--- config.mk ---
export PLATFORM = sky130hd
export DESIGN_NAME = reader_writer_query_scheduler
export DESIGN_NICKNAME = d
export VERILOG_FILES = /design/src/rtl/rwqs_pkg.sv /design/src/rtl/rwqs_dpath.sv /design/src/rtl/rwqs_ctrl.sv /design/src/rtl/reader_writer_query_scheduler.sv
export SDC_FILE = /design/constraint.sdc
export NUM_CORES = 1
export LEC_CHECK = 0
export BUFFER_PORTS_ARGS = -buffer_cell sky130_fd_sc_hd__buf_2
export CAP_MARGIN = 5
export CELL_PAD_IN_SITES_DETAIL_PLACEMENT = 2
export CELL_PAD_IN_SITES_GLOBAL_PLACEMENT = 2
export CORE_ASPECT_RATIO = 0.75
export CORE_MARGIN = 2
export CORE_UTILIZATION = 47
export CTS_BUF_LIST = sky130_fd_sc_hd__clkbuf_16
export DETAILED_ROUTE_END_ITERATION = 6
export GPL_TIMING_DRIVEN = 1
export HOLD_SLACK_MARGIN = 0.15
export PLACE_DENSITY_LB_ADDON = 0.1
export SYNTH_ARGS = -nofsm -noshare
export SYNTH_HDL_FRONTEND = slang
export SYNTH_SLANG_ARGS = --single-unit
export TNS_END_PERCENT = 30
--- constraint.sdc ---
create_clock -name clock -period 10.3 [get_ports clock]
set_clock_uncertainty 0.1 [all_clocks]
set_input_delay 0.515 -clock clock [delete_from_list [all_inputs] [get_ports clock]]
set_output_delay 0.515 -clock clock [all_outputs]
set_load 0.05 [all_outputs]
--- src/rtl/rwqs_pkg.sv ---
// shared types, constants and command/status bundles of the reader-writer query scheduler
package rwqs_pkg;

   // defaults for the top-level parameters
   localparam int QUEUE_DEPTH_DEF = 16;
   localparam int ID_BITS_DEF     = 8;

   // fixed field widths of the request and result payloads
   localparam int ID_FIELD_W = 8;

   // activity count: -1 writer, 0 idle, n readers
   localparam int                     COUNT_W   = 8;
   localparam logic signed [COUNT_W-1:0] COUNT_MAX = 8'sd127;
   localparam logic signed [COUNT_W-1:0] COUNT_WR  = -8'sd1;

   // one request yields at most this many results
   localparam int MAX_OUT   = 16;
   localparam int OUT_CNT_W = $clog2(MAX_OUT + 1);

   // request kinds
   localparam logic KIND_SUBMIT = 1'b0;
   localparam logic KIND_DONE   = 1'b1;

   // request payload
   typedef struct packed {
      logic                  kind;
      logic [ID_FIELD_W-1:0] request_id;
      logic                  wants_write;
      logic                  instant;
   } req_type;

   // result payload
   typedef struct packed {
      logic [ID_FIELD_W-1:0] granted_id;
      logic                  granted_write;
      logic                  run_inline;
      logic                  rejected;
      logic                  last;
   } rsp_type;

   // activity count update
   typedef enum logic [1:0] {
      CNT_HOLD    = 2'd0,
      CNT_INC     = 2'd1,
      CNT_WRITER  = 2'd2,
      CNT_RELEASE = 2'd3
   } cnt_op_type;

   // where a staged result takes its id and write flag from
   typedef enum logic {
      SRC_INPUT = 1'b0,
      SRC_HEAD  = 1'b1
   } src_type;

   // controller to datapath
   typedef struct packed {
      logic       latch;
      logic       push;
      logic       pop;
      cnt_op_type cnt_op;
      logic       stage;
      src_type    src;
      logic       run_inline;
      logic       rejected;
      logic       flush;
   } cmd_type;

   // datapath to controller
   typedef struct packed {
      logic kind;
      logic wants_write;
      logic instant;
      logic ready;
      logic fill_zero;
      logic fill_full;
      logic cnt_neg;
      logic cnt_zero;
      logic head_write;
      logic head_instant;
   } status_type;

endpackage

--- src/rtl/rwqs_dpath.sv ---
// datapath: wait queue memory, activity count, request latch and result staging
module rwqs_dpath #(
   parameter int QUEUE_DEPTH = rwqs_pkg::QUEUE_DEPTH_DEF,
   parameter int ID_BITS     = rwqs_pkg::ID_BITS_DEF
) (
   input  logic                 clock,
   input  logic                 reset,
   input  rwqs_pkg::req_type    req_item,
   input  logic                 csr_we,
   input  logic                 csr_wdata,
   input  rwqs_pkg::cmd_type    cmd,
   output rwqs_pkg::status_type status,
   output logic                 rsp_valid,
   output rwqs_pkg::rsp_type    rsp_item
);

   localparam int PTR_W   = (QUEUE_DEPTH > 1) ? $clog2(QUEUE_DEPTH) : 1;
   localparam int FILL_W  = $clog2(QUEUE_DEPTH + 1);
   localparam int SUM_W   = PTR_W + 1;
   localparam int ENTRY_W = ID_BITS + 2;

   // queue memory, entry = {id, write, instant}
   logic [ENTRY_W-1:0] mem [QUEUE_DEPTH];
   logic [ENTRY_W-1:0] rd_ff;

   logic [PTR_W-1:0]  head_ff, head_in;
   logic [FILL_W-1:0] fill_ff, fill_in;
   logic              ready_ff;
   logic signed [rwqs_pkg::COUNT_W-1:0] cnt_ff, cnt_in;

   // latched request
   logic               in_kind_ff, in_wr_ff, in_inst_ff;
   logic [ID_BITS-1:0] in_id_ff;

   // staged result and output register
   logic              pend_valid_ff, pend_valid_in;
   rwqs_pkg::rsp_type pend_ff, pend_in;
   logic              rsp_valid_ff, rsp_valid_in;
   rwqs_pkg::rsp_type rsp_ff, rsp_in;

   logic [31:0]        id_wide_req, id_wide_src;
   logic [ID_BITS-1:0] src_id;
   logic               src_wr;
   logic [SUM_W-1:0]   tail_sum;
   logic [PTR_W-1:0]   tail;
   logic               fill_full;

   assign fill_full = (fill_ff == FILL_W'(QUEUE_DEPTH));

   // request id masked to the stored width
   assign id_wide_req = 32'(req_item.request_id);

   // tail index, wrapped without a divider
   always_comb begin
      tail_sum = SUM_W'(head_ff) + SUM_W'(fill_ff);
      if (tail_sum >= SUM_W'(QUEUE_DEPTH)) begin
         tail_sum = tail_sum - SUM_W'(QUEUE_DEPTH);
      end
      tail = tail_sum[PTR_W-1:0];
   end

   // head and fill
   always_comb begin
      head_in = head_ff;
      fill_in = fill_ff;
      if (cmd.pop) begin
         if (head_ff == PTR_W'(QUEUE_DEPTH - 1)) begin
            head_in = '0;
         end else begin
            head_in = head_ff + PTR_W'(1);
         end
         fill_in = fill_ff - FILL_W'(1);
      end else if (cmd.push) begin
         fill_in = fill_ff + FILL_W'(1);
      end
   end

   // activity count
   always_comb begin
      cnt_in = cnt_ff;
      case (cmd.cnt_op)
         rwqs_pkg::CNT_INC: begin
            if (cnt_ff != rwqs_pkg::COUNT_MAX) begin
               cnt_in = cnt_ff + 8'sd1;
            end
         end
         rwqs_pkg::CNT_WRITER: begin
            cnt_in = rwqs_pkg::COUNT_WR;
         end
         rwqs_pkg::CNT_RELEASE: begin
            if (cnt_ff <= 8'sd0) begin
               cnt_in = '0;
            end else begin
               cnt_in = cnt_ff - 8'sd1;
            end
         end
         default: begin
            cnt_in = cnt_ff;
         end
      endcase
   end

   // source of a staged result
   always_comb begin
      if (cmd.src == rwqs_pkg::SRC_HEAD) begin
         src_id = rd_ff[ENTRY_W-1:2];
         src_wr = rd_ff[1];
      end else begin
         src_id = in_id_ff;
         src_wr = in_wr_ff;
      end
      id_wide_src = 32'(src_id);
   end

   // staging: a new result pushes the previous one out as not last
   always_comb begin
      pend_in       = pend_ff;
      pend_valid_in = pend_valid_ff;
      rsp_in        = pend_ff;
      rsp_in.last   = cmd.flush;
      rsp_valid_in  = pend_valid_ff && (cmd.stage || cmd.flush);
      if (cmd.stage) begin
         pend_in.granted_id    = id_wide_src[rwqs_pkg::ID_FIELD_W-1:0];
         pend_in.granted_write = src_wr;
         pend_in.run_inline    = cmd.run_inline;
         pend_in.rejected      = cmd.rejected;
         pend_in.last          = 1'b0;
         pend_valid_in         = 1'b1;
      end else if (cmd.flush) begin
         pend_valid_in = 1'b0;
      end
   end

   // control registers
   always_ff @(posedge clock) begin
      if (reset) begin
         head_ff       <= '0;
         fill_ff       <= '0;
         cnt_ff        <= '0;
         ready_ff      <= 1'b0;
         pend_valid_ff <= 1'b0;
         rsp_valid_ff  <= 1'b0;
      end else begin
         head_ff       <= head_in;
         fill_ff       <= fill_in;
         cnt_ff        <= cnt_in;
         pend_valid_ff <= pend_valid_in;
         rsp_valid_ff  <= rsp_valid_in;
         if (csr_we) begin
            ready_ff <= csr_wdata;
         end
      end
   end

   // payload registers
   always_ff @(posedge clock) begin
      pend_ff <= pend_in;
      rsp_ff  <= rsp_in;
      if (cmd.latch) begin
         in_kind_ff <= req_item.kind;
         in_id_ff   <= id_wide_req[ID_BITS-1:0];
         in_wr_ff   <= req_item.wants_write;
         in_inst_ff <= req_item.instant;
      end
   end

   // queue memory: write at the tail, read the next head
   always_ff @(posedge clock) begin
      if (cmd.push) begin
         mem[tail] <= {in_id_ff, in_wr_ff, in_inst_ff};
      end
      rd_ff <= mem[head_in];
   end

   // status to the controller
   always_comb begin
      status.kind         = in_kind_ff;
      status.wants_write  = in_wr_ff;
      status.instant      = in_inst_ff;
      status.ready        = ready_ff;
      status.fill_zero    = (fill_ff == '0);
      status.fill_full    = fill_full;
      status.cnt_neg      = (cnt_ff < 8'sd0);
      status.cnt_zero     = (cnt_ff == 8'sd0);
      status.head_write   = rd_ff[1];
      status.head_instant = rd_ff[0];
   end

   assign rsp_valid = rsp_valid_ff;
   assign rsp_item  = rsp_ff;

endmodule

--- src/rtl/rwqs_ctrl.sv ---
// controller: dispatch decision and queue drain sequencing
module rwqs_ctrl (
   input  logic                 clock,
   input  logic                 reset,
   input  logic                 start,
   output logic                 busy,
   input  rwqs_pkg::status_type status,
   output rwqs_pkg::cmd_type    cmd
);

   typedef enum logic [5:0] {
      ST_IDLE       = 6'b000001,
      ST_DECIDE     = 6'b000010,
      ST_DRAIN_INST = 6'b000100,
      ST_RELEASE    = 6'b001000,
      ST_DRAIN_READ = 6'b010000,
      ST_FLUSH      = 6'b100000
   } state_type;

   state_type state_ff, state_in;
   logic [rwqs_pkg::OUT_CNT_W-1:0] n_ff, n_in;
   logic room;

   assign room = (n_ff < rwqs_pkg::OUT_CNT_W'(rwqs_pkg::MAX_OUT));

   // next state and commands
   always_comb begin
      state_in       = state_ff;
      n_in           = n_ff;
      cmd            = '0;
      cmd.cnt_op     = rwqs_pkg::CNT_HOLD;
      cmd.src        = rwqs_pkg::SRC_INPUT;
      unique case (state_ff)
         ST_IDLE: begin
            if (start) begin
               cmd.latch = 1'b1;
               state_in  = ST_DECIDE;
            end
         end
         ST_DECIDE: begin
            n_in = '0;
            if (status.kind == rwqs_pkg::KIND_SUBMIT) begin
               if (status.instant && !status.ready && status.fill_zero) begin
                  // inline before the table is ready
                  cmd.stage      = 1'b1;
                  cmd.run_inline = 1'b1;
                  state_in       = ST_FLUSH;
               end else if (status.ready && !status.cnt_neg && status.fill_zero &&
                            (!status.wants_write || status.cnt_zero)) begin
                  // direct dispatch
                  cmd.stage  = 1'b1;
                  cmd.cnt_op = status.wants_write ? rwqs_pkg::CNT_WRITER
                                                  : rwqs_pkg::CNT_INC;
                  state_in   = ST_FLUSH;
               end else if (status.fill_full) begin
                  // queue full, reject
                  cmd.stage    = 1'b1;
                  cmd.rejected = 1'b1;
                  state_in     = ST_FLUSH;
               end else begin
                  // wait in the queue, no result
                  cmd.push = 1'b1;
                  state_in = ST_IDLE;
               end
            end else if (!status.ready) begin
               state_in = ST_DRAIN_INST;
            end else begin
               cmd.cnt_op = rwqs_pkg::CNT_RELEASE;
               state_in   = ST_RELEASE;
            end
         end
         ST_DRAIN_INST: begin
            // run head instant requests inline
            if (!status.fill_zero && status.head_instant && room) begin
               cmd.pop        = 1'b1;
               cmd.stage      = 1'b1;
               cmd.src        = rwqs_pkg::SRC_HEAD;
               cmd.run_inline = 1'b1;
               n_in           = n_ff + rwqs_pkg::OUT_CNT_W'(1);
            end else begin
               state_in = ST_FLUSH;
            end
         end
         ST_RELEASE: begin
            // one head writer, or else the readers ahead of the next writer
            if (status.fill_zero) begin
               state_in = ST_FLUSH;
            end else if (status.cnt_zero && status.head_write) begin
               cmd.pop    = 1'b1;
               cmd.stage  = 1'b1;
               cmd.src    = rwqs_pkg::SRC_HEAD;
               cmd.cnt_op = rwqs_pkg::CNT_WRITER;
               state_in   = ST_FLUSH;
            end else begin
               state_in = ST_DRAIN_READ;
            end
         end
         ST_DRAIN_READ: begin
            if (!status.fill_zero && !status.head_write && room) begin
               cmd.pop    = 1'b1;
               cmd.stage  = 1'b1;
               cmd.src    = rwqs_pkg::SRC_HEAD;
               cmd.cnt_op = rwqs_pkg::CNT_INC;
               n_in       = n_ff + rwqs_pkg::OUT_CNT_W'(1);
            end else begin
               state_in = ST_FLUSH;
            end
         end
         ST_FLUSH: begin
            // send the staged result as last
            cmd.flush = 1'b1;
            state_in  = ST_IDLE;
         end
         default: begin
            state_in = ST_IDLE;
         end
      endcase
   end

   // state registers
   always_ff @(posedge clock) begin
      if (reset) begin
         state_ff <= ST_IDLE;
         n_ff     <= '0;
      end else begin
         state_ff <= state_in;
         n_ff     <= n_in;
      end
   end

   assign busy = (state_ff != ST_IDLE);

endmodule

--- src/rtl/reader_writer_query_scheduler.sv ---
// top level of the reader-writer query scheduler
//
// Requests enter on req_item with start, taken at a clock edge where busy is
// low. A submit request either dispatches at once, waits in the queue of
// QUEUE_DEPTH entries, or is rejected when that queue is full. A completion
// request releases queued requests: head instant ones while csr_wdata has not
// set table ready, else one head writer or the run of readers before the next
// writer, at most 16 per request.
// Results come out on rsp_item for one cycle each, marked by rsp_valid, with
// last set on the final one of a request; the receiver cannot stall them.
// Order: a submit that dispatches or is rejected goes through the decide and
// flush states before its result shows and busy drops; a queued submit
// returns to idle from decide. A completion before table ready drains
// instants in its own state; once ready it goes through a release state and,
// when it scans for readers, a drain state, and always ends in flush.
// One result per cycle, paced by the single read port of the queue memory.
// csr_we/csr_wdata write table ready; the user must do so only while idle,
// which the block does not enforce. Reset clears the count, the queue
// pointers and table ready; the queue memory needs no clearing pass.
module reader_writer_query_scheduler #(
   parameter int QUEUE_DEPTH = rwqs_pkg::QUEUE_DEPTH_DEF,
   parameter int ID_BITS     = rwqs_pkg::ID_BITS_DEF
) (
   input  logic              clock,
   input  logic              reset,
   input  logic              start,
   output logic              busy,
   input  rwqs_pkg::req_type req_item,
   output logic              rsp_valid,
   output rwqs_pkg::rsp_type rsp_item,
   input  logic              csr_we,
   input  logic              csr_wdata
);

   rwqs_pkg::cmd_type    cmd;
   rwqs_pkg::status_type status;

   // sequencing
   rwqs_ctrl u_ctrl (
      .clock  (clock),
      .reset  (reset),
      .start  (start),
      .busy   (busy),
      .status (status),
      .cmd    (cmd)
   );

   // queue, count and result registers
   rwqs_dpath #(
      .QUEUE_DEPTH (QUEUE_DEPTH),
      .ID_BITS     (ID_BITS)
   ) u_dpath (
      .clock     (clock),
      .reset     (reset),
      .req_item  (req_item),
      .csr_we    (csr_we),
      .csr_wdata (csr_wdata),
      .cmd       (cmd),
      .status    (status),
      .rsp_valid (rsp_valid),
      .rsp_item  (rsp_item)
   );

endmodule

# After elaboration in Yosys (flattened, before gate mapping)
# Memories as Yosys holds them, arrays and structs flattened. A register that Yosys moved wholly into a read port is not among the register bits.
# Cells that the tools add are included.
# word_totals
regBits,65
latchBits,0
ramBits,160
romBits,0
in_bits,16
out_inout_bits,14
elab_cells,141
n_memories,1
# memory_table
memory,depth,word_bits,rd,rd_clocked_by_memory_dff,write_ports,line_no,rtl
u_dpath.mem,16,10,1,1,1,rwqs_dpath.sv:23,logic [ENTRY_W-1:0] mem [QUEUE_DEPTH];
# classes
n_addsub,8
multipliers,0
n_div,0
order_cmp,4
eq_ne,19
shifts,0
muxes,59
bitwise,1
n_reduce_logical,28
# op_table
op,n
2-to-1 mux 6 bit,9
2-to-1 mux 5 bit,7
one-hot mux 6 bit (5 select lines),1
2-to-1 mux 8 bit,3
one-hot mux 8 bit (3 select lines),1
2-to-1 mux 1 bit,21
2-to-1 mux 4 bit,4
one-hot mux 5 bit (3 select lines),1
2-to-1 mux 2 bit,6
logical AND 1 bit,11
"adder 5 x 1 -> 5 bit, second input constant",2
"adder 8 x 2 -> 8 bit, second input constant",1
"<= comparator 8 x 1 -> 1 bit, second input constant",1
zero test 8 bit,1
"< comparator 8 x 1 -> 1 bit, second input constant",1
"!= test 8 bit, second input constant",1
"subtractor 8 x 2 -> 8 bit, second input constant",1
"== test 6 x 1 -> 1 bit, second input constant",1
"== test 6 x 2 -> 1 bit, second input constant",1
"== test 6 x 3 -> 1 bit, second input constant",1
"== test 6 x 4 -> 1 bit, second input constant",1
"== test 6 x 5 -> 1 bit, second input constant",1
"== test 6 bit, second input constant",1
"!= test 2 x 1 -> 1 bit, second input constant",3
other kinds (26),38

# Depth between registers and ports, before layout
# depth
word_depth,12
depth_mapped,14
ltp_nobuf,11

# By module
# A second synthesis with hierarchy kept.
# hier_totals
cells_unflattened,696
hier_area_um2,9954.5
# by_module_without_submodules
mod,n_inst,cells_each,area_per_inst_um2
rwqs_dpath,1,603,9220.1
rwqs_ctrl,1,93,734.5

# Worst setup path after synthesis
# Ideal clock, no wire load.
# synth_path
kind,flip-flop to flip-flop
startpoint,register u_ctrl.state_ff[5]
endpoint,register u_dpath.fill_ff[4]
setup_time_ns,0.128
t_arrival_ns,3.160
t_required_ns,10.072
setup_slack_ns,6.913
path_stages_with_launch,12
cell_sequence,dfxtp_1 -> or4_4 -> or3b_1 -> nor3_1 -> nor2_1 -> clkbuf_1 -> xnor2_1 -> ha_1 -> or3_1 -> o31ai_1 -> xnor2_1 -> nor2_1
# synth_via
elab_chain_len,3
# synth_rtl
item,line_no,rtl
"start, declared",rwqs_ctrl.sv:20,"state_type state_ff, state_in;"
"start signal, assigned",rwqs_ctrl.sv:126,state_ff <= state_in;
== test 6 x 5 -> 1 bit (tied with other cells),rwqs_ctrl.sv:33,unique case (state_ff)
one-hot mux 1 bit (3 select lines) or 2-to-1 mux 1 bit (tied branches),rwqs_ctrl.sv:33,
2-to-1 mux 5 bit or nonzero test 2 bit (tied branches),--,
"end signal, assigned",rwqs_dpath.sv:145,fill_ff <= fill_in;
"end, declared",rwqs_dpath.sv:27,"logic [FILL_W-1:0] fill_ff, fill_in;"
# Parallel ways exist; a longest one is shown, timed or not.
# A chain may end at the register's enable or synchronous reset.

# Worst setup path in the final report
# layout_path
startpoint,register u_dpath.fill_ff[1]
endpoint,"register u_dpath.rd_ff[0], read port of u_dpath.mem"
# layout_via
elab_chain_len,7
# layout_rtl
item,line_no,rtl
zero test 5 bit (*),rwqs_dpath.sv:181,status.fill_zero = (fill_ff == '0);
zero test 1 bit,"rwqs_ctrl.sv:74, rwqs_ctrl.sv:99",
logical AND 1 bit (on tied branches) (2 in series),"rwqs_ctrl.sv:99, rwqs_ctrl.sv:74",
2-to-1 mux 5 bit or 2-to-1 mux 1 bit (tied branches),"rwqs_ctrl.sv:99, rwqs_ctrl.sv:74",
one-hot mux 1 bit (3 select lines) (*),rwqs_ctrl.sv:33,
2-to-1 mux 4 bit (*),rwqs_dpath.sv:66,if (cmd.pop) begin
"end, declared",rwqs_dpath.sv:24,logic [ENTRY_W-1:0] rd_ff;
# Mark *: on every way between the ends. The rest lies on a longest branch, timed or not.

==> results.py <==
metrics = {
    "finish": {
        "fin_area_sq_um": 11100,
        "drive_above_1_share": 0.1439,
        "utilization": 0.5460,
        "diodes": 0,
        "nets": 828,
        "syn_to_final_growth_pct": 13.13,
    },
    "synth": {
        "ys_top_cells_by_count": "182 x edfxtp_1, 90 x nand2_1, 53 x dfxtp_1, 52 x nor2_1, 30 x a21oi_1",
        "yosys-top-cells-area": "edfxtp_1 56%, dfxtp_1 11%, nand2_1 3.4%, mux2_2 3.2%, mux2i_1 2.2%",
        "synth-async-reset-ratio": 0,
        "netlist_instances": 754,
        "syn_area_per_cell_sq_um": 13.01,
        "synth_cell_types": 68,
        "synth-edff-count": 182,
        "syn_nets": 779,
        "ys_seq_area_frac": 0.6653,
        "synth-main-ff-cell": "edfxtp_1",
        "synth_most_common_cell": "edfxtp_1",
        "yosys.area.top_type": "edfxtp_1",
        "synth_top_area_frac": 0.5571,
        "synth-warning-count": 0,
        "synth_area_sq_um": 9809,
        "ys_seq_elements": 235,
    },
    "worst_setup_path": {
        "cp_common_cell": "buf_4",
        "cp.required_ns": 10.53,
        "reg2reg_to": "u_dpath.rd_ff[0]",
        "start_kind": "register",
        "slowest_stage": "nor4_1",
        "cp_top_family": "simple AND/OR/NAND/NOR gates",
        "reg2reg_slack_ns": 5.58,
        "crit_cells": 10,
        "cp-end-kind": "register",
        "crit_buf_inv": 2,
        "reg2reg_depth": 10,
        "startpoint": "u_dpath.fill_ff[1]",
        "r2r_start": "u_dpath.fill_ff[1]",
        "crit_chain": "nor4_1, a21oi_1, o21ai_1, nand3_1, buf_4, nand2_2, buf_4, mux2_2, o211ai_1, o2111ai_1",
        "cp.arrival_ns": 4.95,
        "crit_end": "u_dpath.rd_ff[0]",
        "critPathKind": "register to register",
        "cp_max_fo": 39,
        "crit_path_max_incr_delay_ns": 0.87,
    },
    "sta": {
        "maxSlewViolCount": 0,
        "min_period_ns": 4.723,
        "post-route-period-util": 0.4585,
        "tns_ns": 0,
        "hold_viol_final": 0,
        "setup_violations": 0,
        "worstMarginPinSlew_ns": 1.361,
        "slew_headroom": 0.08904,
        "fmax_mhz": 211.7,
        "rsz0062_at_grt": "no",
    },
    "power_and_ir_drop": {
        "powerDensity_nw_per_um2": 172.3,
        "leakage_uw": 0.003999,
        "vdd_drop_max_v": 0.0001422,
    },
    "routing": {
        "vias": 6765,
        "drc": 0,
        "dr.first_iter.drc_count": 606,
        "routed_wl_um": 31610,
        "postRouteAntennaNets": 0,
        "drtPass1Iterations": 5,
        "avgRoutedWirePerCell_um": 28.69,
        "routed_via_density": 6.139,
    },
    "outcome": {
        "status": "finished clean",
    },
    "global_routing": {
        "track_usage": 0.2932,
        "antenna_found_initial": 1,
        "grt.overflow.total": 0,
        "grt_first_pass_wirelength_um": 46980,
        "grt_max_degree": 50,
        "grt_pass1_vias": 7245,
    },
    "floorplan": {
        "rows": 45,
        "die_h_um": 129.1,
        "dieArea_sq_um": 22050,
        "start_util": 0.4826,
        "core_sq_um": 20330,
        "die_w_um": 170.8,
        "io_pins": 30,
    },
    "clock_tree": {
        "clkTransAtPathRegs_ns": 0.06,
        "cts_tree": "yes",
        "cts_buffer_depth": 3,
        "cts_buffers": 24,
        "clk_latency_ns": 0.52,
        "cts-resized-gates": 0,
        "cts_root_buf": "clkbuf_16",
        "cts.sinks": 235,
        "cts_htree_levels": 1,
    },
    "hold_path": {
        "hp-start": "csr_we",
        "hold_class": "primary input to register",
    },
    "placement": {
        "gp_congestion": 0.8141,
        "io_buffers": 29,
        "placed_cell_area_sq_um": 10250,
        "place_hpwl_um": 20060,
    },
    "job": {
        "max_cap_violations": 0,
    },
}
==> layer usage <==
layer | global-route usage | up-vias | share of wire
met2 | 0.4801 | 230 | 0.48
met5 | 0 | - | 0
li1 | - | 2957 | -
met4 | 0.07527 | 0 | 0.019
met3 | 0.04368 | 51 | 0.053
met1 | 0.4159 | 3527 | 0.45
==> cell usage in the layout (no fill, tap or decap), types with 14 or more instances in the layout <==
cell type  netlist  final
nand3_1         28     28
buf_2           11     30
nand2_1         90     89
buf_4            4     14
inv_1           14     19
o21ai_0         29     29
clkbuf_16        0     25
dfxtp_1         53     53
mux2i_1         22     22
a21oi_1         30     30
mux2_2          28     28
a211oi_1        16     16
nor2_1          52     52
edfxtp_1       182    182
==> tightest hold or removal path: cells and delay by family <==
kind          cells  cell delay (ns)
simple gates      1             0.08
mux               1             0.07
buf+inv           1             0.09
==> cell type report <==
class | count | area, sq um
fillers | 1899 | 9229
well taps | 282 | 352.8
repair buffers | 56 | 375.4
clock buffers | 25 | 625.6
inverters | 14 | 52.55
flip-flops and latches | 235 | 6526
clock inverters | 18 | 88.84
multi-input cells | 472 | 3075
==> cells by family (layout without fill, tap and decap cells) <==
group / count (synthesis) / in the layout / share of synthesized area
xor+xnor: 15 / 15 / 0.01339
flops: 235 / 235 / 0.6653
simple gates: 239 / 239 / 0.1184
compound gates: 159 / 159 / 0.1137
fa+ha+maj: 9 / 9 / 0.01225
buf+inv: 47 / 113 / 0.02245
mux: 50 / 50 / 0.05459
==> what timing repair did <==
action                                 4_1_cts  5_1_grt
setup endpoints to repair                    0        0
endpoints found under the hold margin       12        0
buffers inserted                             0        0
hold buffers                                12        0
==> flip-flops by register name (all words and copies together) (netlist names) <==
| signal | count |
|---|---|
| u_dpath.head_ff | 4 |
| u_dpath.pend_valid_ff | 1 |
| u_ctrl.state_ff | 6 |
| u_dpath.rsp_item | 12 |
| u_dpath.pend_ff | 11 |
| u_dpath.rsp_valid | 1 |
| u_dpath.in_id_ff | 8 |
| u_dpath.cnt_ff | 8 |
| u_dpath.rd_ff | 10 |
| u_dpath.fill_ff | 5 |
| u_dpath.in_kind_ff | 1 |
| u_dpath.in_wr_ff | 1 |
| u_dpath.ready_ff | 1 |
| u_dpath.in_inst_ff | 1 |
| u_dpath.mem | 160 |
| u_ctrl.n_ff | 5 |
==> power by group <==
part | leakage, uW | internal (uW) | switching [uW] | total [uW]
clock | 0.000363 | 439 | 375 | 814
combinational | 0.00156 | 14.6 | 30.3 | 44.9
sequential | 0.00208 | 1030 | 20.7 | 1050
total | 0.00400 | 1490 | 426 | 1910
==> per-stage QoR <==
stage / std cells / worst slack [ns] / hold WS (ns) / total power [uW]
6_report: 1102 / 5.577 / 0.1746 / 1912
3_3_place_gp: 1045 / 6.297 / 0.2264 / 1109
5_1_grt: 1102 / 5.285 / 0.2005 / 1962
2_1_floorplan: 754 / 6.913 / 0.2233 / 1087
3_5_place_dp: 1045 / 5.988 / 0.2293 / 1114
4_1_cts: 1100 / 5.682 / 0.1572 / 1918
==> how the worst min path moves through the flow <==
stage                      endpoint  slack [ns]  cells past startpoint
5_1_grt            u_dpath.ready_ff        0.20                      3
2_1_floorplan  u_dpath.rsp_item[10]        0.22                      0
4_1_cts            u_dpath.ready_ff        0.16                      3
3_5_place_dp   u_dpath.rsp_item[10]        0.23                      0
3_3_place_gp    u_dpath.rsp_item[2]        0.23                      0
6_report           u_dpath.ready_ff        0.17                      3
Power figures use the tool's default switching activity.
